`config.mk`:
```
export PLATFORM = sky130hd
export DESIGN_NAME = c_string_byte_escaper_unit
export DESIGN_NICKNAME = d
export VERILOG_FILES = /design/src/rtl/cse_pkg.sv /design/src/rtl/cse_encode.sv /design/src/rtl/cse_serial.sv /design/src/rtl/c_string_byte_escaper_unit.sv
export SDC_FILE = /design/constraint.sdc
export NUM_CORES = 1
export LEC_CHECK = 0
export ABC_AREA = 1
export BUFFER_PORTS_ARGS = -buffer_cell sky130_fd_sc_hd__buf_2
export CAP_MARGIN = 40
export CORE_MARGIN = 3
export CORE_UTILIZATION = 59
export DETAILED_ROUTE_END_ITERATION = 7
export PLACE_DENSITY = 0.8
export SLEW_MARGIN = 10
export SYNTH_ARGS = -nofsm -noshare
export SYNTH_HDL_FRONTEND = slang
export SYNTH_HIERARCHICAL = 1
export SYNTH_SLANG_ARGS = --single-unit
```
`constraint.sdc`:
```
create_clock -name clk -period 2.6 [get_ports clk]
set_input_delay 0.26 -clock clk [delete_from_list [all_inputs] [get_ports clk]]
set_output_delay 0.26 -clock clk [all_outputs]
set_load 0.02 [all_outputs]
```
`src/rtl/cse_pkg.sv`:
```
// shared types, character codes and escape lookup for the c string byte escaper
`timescale 1ns / 1ps

package cse_pkg;

  // most characters one byte can expand into
  localparam int MaxRun  = 4;
  localparam int RunIdxW = $clog2(MaxRun);
  localparam int CharW   = 7;

  // ascii codes used by the escaper
  localparam logic [CharW-1:0] CharBackslash = 7'h5C;
  localparam logic [CharW-1:0] CharZero      = 7'h30;
  localparam logic [7:0]       PrintLow      = 8'h20;
  localparam logic [7:0]       PrintHigh     = 8'h7E;

  // expansion of one byte, ready for the serializer
  typedef struct packed {
    logic [MaxRun-1:0][CharW-1:0] chars;
    logic [RunIdxW-1:0]           last_idx;
    logic                         fin;
  } cse_run_t;

  // result of the short escape lookup
  typedef struct packed {
    logic             hit;
    logic [CharW-1:0] code;
  } cse_short_t;

  // two-character escapes: control codes, the four marks and nul
  function automatic cse_short_t short_escape(input logic [7:0] b);
    cse_short_t r;
    r.hit = 1'b1;
    unique case (b)
      8'h07:   r.code = 7'h61; // a
      8'h08:   r.code = 7'h62; // b
      8'h0C:   r.code = 7'h66; // f
      8'h0A:   r.code = 7'h6E; // n
      8'h0D:   r.code = 7'h72; // r
      8'h09:   r.code = 7'h74; // t
      8'h0B:   r.code = 7'h76; // v
      8'h5C:   r.code = 7'h5C; // backslash
      8'h27:   r.code = 7'h27; // single quote
      8'h22:   r.code = 7'h22; // double quote
      8'h3F:   r.code = 7'h3F; // question mark
      8'h00:   r.code = 7'h30; // nul as digit zero
      default: begin
        r.hit  = 1'b0;
        r.code = '0;
      end
    endcase
    return r;
  endfunction

  // octal digit as an ascii character
  function automatic logic [CharW-1:0] oct_char(input logic [2:0] d);
    return CharZero | {4'b0000, d};
  endfunction

endpackage

```
`src/rtl/cse_encode.sv`:
```
// expands one registered byte into its escaped characters and run length
`timescale 1ns / 1ps

module cse_encode import cse_pkg::*; (
  input  logic [7:0] byte_val,
  input  logic       fin,
  output cse_run_t   run
);

  cse_short_t sh;
  logic       printable;

  // classify the byte
  always_comb begin
    sh        = short_escape(byte_val);
    printable = (byte_val >= PrintLow) && (byte_val <= PrintHigh);
  end

  // build the character run
  always_comb begin
    run.chars = '0;
    run.fin   = fin;
    if (printable && !sh.hit) begin
      run.chars[0] = byte_val[CharW-1:0];
      run.last_idx = RunIdxW'(0);
    end else if (sh.hit) begin
      run.chars[0] = CharBackslash;
      run.chars[1] = sh.code;
      run.last_idx = RunIdxW'(1);
    end else begin
      run.chars[0] = CharBackslash;
      priority if (byte_val[7:6] != 2'b00) begin
        run.chars[1] = oct_char({1'b0, byte_val[7:6]});
        run.chars[2] = oct_char(byte_val[5:3]);
        run.chars[3] = oct_char(byte_val[2:0]);
        run.last_idx = RunIdxW'(3);
      end else if (byte_val[5:3] != 3'b000) begin
        run.chars[1] = oct_char(byte_val[5:3]);
        run.chars[2] = oct_char(byte_val[2:0]);
        run.last_idx = RunIdxW'(2);
      end else begin
        run.chars[1] = oct_char(byte_val[2:0]);
        run.last_idx = RunIdxW'(1);
      end
    end
  end

endmodule

```
`src/rtl/cse_serial.sv`:
```
// result register that sends one run of characters out, one per cycle while out_stall is low
`timescale 1ns / 1ps

module cse_serial import cse_pkg::*; (
  input  logic             clk,
  input  logic             rst,
  input  logic             load,
  input  cse_run_t         run_in,
  output logic             free,
  output logic             out_valid,
  input  logic             out_stall,
  output logic [CharW-1:0] char_out,
  output logic             run_last,
  output logic             string_end
);

  cse_run_t           run;
  logic               busy;
  logic               busy_next;
  logic [RunIdxW-1:0] idx;
  logic [RunIdxW-1:0] idx_next;
  logic               at_last;
  logic               done;

  // run position and handoff
  always_comb begin
    at_last = (idx == run.last_idx);
    done    = busy && at_last && !out_stall;
    free    = !busy || done;
  end

  // next control state
  always_comb begin
    busy_next = busy;
    idx_next  = idx;
    if (load) begin
      busy_next = 1'b1;
      idx_next  = '0;
    end else if (done) begin
      busy_next = 1'b0;
    end else if (busy && !out_stall) begin
      idx_next = idx + RunIdxW'(1);
    end
  end

  always_ff @(posedge clk) begin
    if (rst) begin
      busy <= 1'b0;
      idx  <= '0;
    end else begin
      busy <= busy_next;
      idx  <= idx_next;
    end
  end

  // run payload
  always_ff @(posedge clk) begin
    if (load) begin
      run <= run_in;
    end
  end

  // output item
  assign out_valid  = busy;
  assign char_out   = run.chars[idx];
  assign run_last   = at_last;
  assign string_end = at_last && run.fin;

endmodule

```
`src/rtl/c_string_byte_escaper_unit.sv`:
```
// top level of the c string byte escaper: input register, encoder, serializer
`timescale 1ns / 1ps

// Escapes a string one raw byte at a time into C source text.
// Input channel: in_valid / in_stall with byte_in and final_byte; an item
// is taken at a rising edge with in_valid high and in_stall low.
// Output channel: out_valid / out_stall with char_out, run_last and
// string_end; one ASCII character per item, run_last on the last
// character of a byte, string_end on that character when final_byte was set.
// Each byte yields one to four characters: plain printable bytes one,
// short escapes two, octal escapes two to four.
// The first character of a byte passes the input register, then the result
// register, before it leaves on the output.
// Throughput: one output character per cycle while out_stall is low; a new
// byte is taken every cycle while bytes expand to a single character and
// the output is not stalled.
// A stalled output holds its character; the input register then fills and
// in_stall rises until the current run drains.
// Reset (rst, synchronous) empties both registers; no clearing pass.
module c_string_byte_escaper_unit import cse_pkg::*; (
  input  logic             clk,
  input  logic             rst,
  input  logic             in_valid,
  output logic             in_stall,
  input  logic [7:0]       byte_in,
  input  logic             final_byte,
  output logic             out_valid,
  input  logic             out_stall,
  output logic [CharW-1:0] char_out,
  output logic             run_last,
  output logic             string_end
);

  logic       held;
  logic       held_next;
  logic [7:0] held_byte;
  logic       held_fin;
  logic       take;
  logic       advance;
  logic       ser_free;
  cse_run_t   run;

  // input register handshake
  always_comb begin
    advance   = held && ser_free;
    in_stall  = held && !ser_free;
    take      = in_valid && !in_stall;
    held_next = take ? 1'b1 : (advance ? 1'b0 : held);
  end

  always_ff @(posedge clk) begin
    if (rst) begin
      held <= 1'b0;
    end else begin
      held <= held_next;
    end
  end

  always_ff @(posedge clk) begin
    if (take) begin
      held_byte <= byte_in;
      held_fin  <= final_byte;
    end
  end

  // escape expansion
  cse_encode u_encode (
    .byte_val (held_byte),
    .fin      (held_fin),
    .run      (run)
  );

  // character output
  cse_serial u_serial (
    .clk        (clk),
    .rst        (rst),
    .load       (advance),
    .run_in     (run),
    .free       (ser_free),
    .out_valid  (out_valid),
    .out_stall  (out_stall),
    .char_out   (char_out),
    .run_last   (run_last),
    .string_end (string_end)
  );

endmodule

```
==> flow_metrics.py <==
metrics = {
    "status": {
        "status": "finished, final reports clean",
    },
    "worst_setup_path": {
        "endpoint_kind": "output port",
        "critPathMaxStageDelay_ns": 0.77,
        "path_cells": "inv_6 > nand2_4 > nand2_4 > nand3_1 > nand2_1 > inv_1 > nand2_2 > inv_2 > buf_2",
        "required_ns": 2.34,
        "critPathMaxFanout": 18,
        "crit_buf_inv": 4,
        "cp_top_family": "flip-flops",
        "r2r_cells": 7,
        "crit_path_top_delay_cell": "dfxtp_1",
        "arrival_ns": 1.86,
        "critical_path.most_common_cell": "nand2_4",
        "cp-start-kind": "flop",
        "crit_type": "flop to output port",
        "path_depth": 9,
    },
    "yosys": {
        "synth_area_leaders": "edfxtp_1 51%, nor2_1 5.4%, nand2_1 5.2%",
        "synth_top_cell_area_share": 0.5055,
        "ys_types": 36,
        "ys_seq_area_frac": 0.5392,
        "synth.largest_area_cell": "edfxtp_1",
        "ys_warn_count": 6,
        "syn_avg_cell_area_um2": 9.659,
        "syn_inst": 246,
        "synth_seq_cells": 44,
        "netlist_area_um2": 2376,
    },
    "detailed_routing": {
        "num_vias": 1705,
        "dr.pass1.iters": 5,
        "drc": 0,
        "drtAntennaViolNets": 0,
        "drt_iter0_drc": 236,
        "drt-vias-per-instance": 5.430,
        "wl_per_cell_um": 13.45,
        "drt_wl_total_um": 4223,
    },
    "cts": {
        "clockBufferDepth": 2,
        "clockRootBuffer": "clkbuf_8",
        "path_clk_slew_ns": 0.07,
        "h-tree-depth": 2,
        "cts_setup_buffers": 0,
        "cts_resized": 0,
        "cts_hold_buffers": 0,
        "cts-buffers-inserted": 5,
        "cts_sinks": 44,
        "tritoncts": "built",
        "clock_latency_ns": 0.29,
    },
    "timing": {
        "fin_setup_tns_ns": 0,
        "fin_crit_ns": 2.122,
        "setup_viol": 0,
        "skew_ns": 0.008350,
        "rsz0062_at_grt": "false",
        "maxSlewHeadroom": 0.5337,
        "maxSlewViolCount": 0,
        "fin_crit_sh": 0.8161,
        "tightest_slew_ns": 0.6985,
        "hold_viol": 0,
        "clock.fmax_ghz": 0.4713,
        "whs_ns": 0.1488,
    },
    "die": {
        "start_util": 0.6301,
        "die_w_um": 69.46,
        "num_rows": 22,
        "io_pins": 24,
        "core_um2": 3771,
        "dieArea_um2": 4825,
        "die_height_um": 69.46,
    },
    "job": {
        "maxCapViolations": 0,
    },
    "min_path": {
        "hold_path_depth": 1,
        "min_path_type": "input pin to flop",
    },
    "grt": {
        "grt.overflow.total": 0,
        "grt_pass1_vias": 1584,
        "grt_start_max_net_pins": 34,
        "gr-usage-all-layers": 0.1897,
        "antenna_found_initial": 0,
        "grt_pass1_wl_um": 7383,
    },
    "power": {
        "leakage_nw": 1.063,
        "total_power_mw": 1.416,
        "powerDensity_nw_per_um2": 558.2,
        "vdd_drop_max_mv": 0.3796,
    },
    "place": {
        "gpl.final_weighted_congestion": 0.8812,
        "dpl.hpwl_um": 3138,
        "io_buffers": 23,
    },
    "cells_and_area": {
        "antennaDiodeCount": 0,
        "area_delta_synth_final_pct": 6.740,
        "num-nets-final": 278,
        "drive_gt1_frac": 0.2632,
    },
}
## stage by stage
step	utilization	cells	worst slack [ns]	cell area [um^2]
after floorplan	-	249	0.6806	2387
after global placement	0.6503	306	0.6461	2452
after detailed placement	0.6503	306	0.5739	2452
after CTS	0.6725	314	0.4553	2536
after global routing	0.6725	314	0.3141	2536
final	0.6725	314	0.4781	2536
## state kept, by name, summed over array words and instances, names as in the netlist
signal / cells
held: 1
held_byte: 8
held_fin: 1
u_serial/idx: 2
u_serial/out_valid: 1
u_serial/run: 31
## cells by family after synthesis
family / Yosys count / synth area share
and+or+nand+nor: 114 / 0.2554
AOI/OAI and AO/OA: 42 / 0.1027
other: 1 / 0.001578
xor gates and xnor gates: 1 / 0.003687
buffers and inverters: 44 / 0.09742
DFF: 44 / 0.5392
## synthesized netlist by cell type (all sizes together)
| cell | n |
|---|---|
| o21ai | 20 |
| o22ai | 7 |
| dfxtp | 4 |
| nand3 | 10 |
| nand3b | 1 |
| xor2 | 1 |
| buf | 14 |
| edfxtp | 40 |
| nand2 | 46 |
| nor2 | 47 |
| clkbuf | 1 |
| a22oi | 4 |
| nor3b | 1 |
| a31oi | 1 |
| nor3 | 2 |
| inv | 29 |
| conb | 1 |
| o21a | 1 |
| o211ai | 1 |
| nor4 | 1 |
| nand4 | 6 |
| a21oi | 8 |
## per-layer routing
layer | GRT usage | vias to the layer above | share of wire
met5 | 0 | - | 0
met4 | 0.04772 | 0 | 0.015
met3 | 0.03768 | 8 | 0.068
met2 | 0.2945 | 75 | 0.48
met1 | 0.2744 | 759 | 0.44
li1 | - | 863 | -
## worst register-to-register path, cell delays in order, from the launching register on
cell and delay (ns):
dfxtp_1 0.77, nand2_2 0.13, nand2_4 0.12, nand3_1 0.07, nand2_1 0.10, nand2_1 0.06, inv_1 0.05, buf_4 0.35
## layout make-up
type                            instances  area, um^2
Timing Repair Buffer                   24       122.6
Clock buffer                            6       72.57
Tap cell                               48       60.06
Multi-Input combinational cell        161       874.6
Fill cell                             288        1235
Sequential cell                        44        1281
Inverter                               29       113.9
Clock inverter                          2       11.26
## layout by cell type, fill, tap and decap left out, types with 3 or more instances in the layout
| cell type | synthesis | final |
|---|---|---|
| nor2_1 | 34 | 34 |
| nand2_2 | 9 | 9 |
| nand2_1 | 33 | 33 |
| nand2_4 | 4 | 4 |
| clkbuf_8 | 0 | 5 |
| inv_2 | 8 | 8 |
| a22oi_1 | 3 | 3 |
| dfxtp_1 | 4 | 4 |
| nand4_1 | 6 | 6 |
| o21ai_1 | 4 | 4 |
| nor2_2 | 10 | 10 |
| o21ai_0 | 15 | 15 |
| conb_1 | 1 | 4 |
| inv_1 | 20 | 20 |
| a21oi_1 | 8 | 8 |
| edfxtp_1 | 40 | 40 |
| buf_2 | 1 | 23 |
| o22ai_1 | 7 | 7 |
| nand3_1 | 8 | 8 |
## final timing paths
path,start,end,slack (ns)
max,u_serial/idx[0]$_SDFFE_PP0P_,in_stall,0.48
max reg2reg,u_serial/idx[0]$_SDFFE_PP0P_,u_serial/run[14]$_DFFE_PP_,0.59
min,byte_in[4],held_byte[4]$_DFFE_PP_,0.15
min reg2reg,held_fin$_DFFE_PP_,u_serial/run[0]$_DFFE_PP_,0.44
## power breakdown
part	switching (mW)	internal, mW	leakage (nW)	total (mW)
registers	0.0287	0.820	0.406	0.849
clock network	0.212	0.186	0.0388	0.398
logic	0.113	0.0553	0.618	0.169
Note: power is estimated with default switching activity, not from simulation.
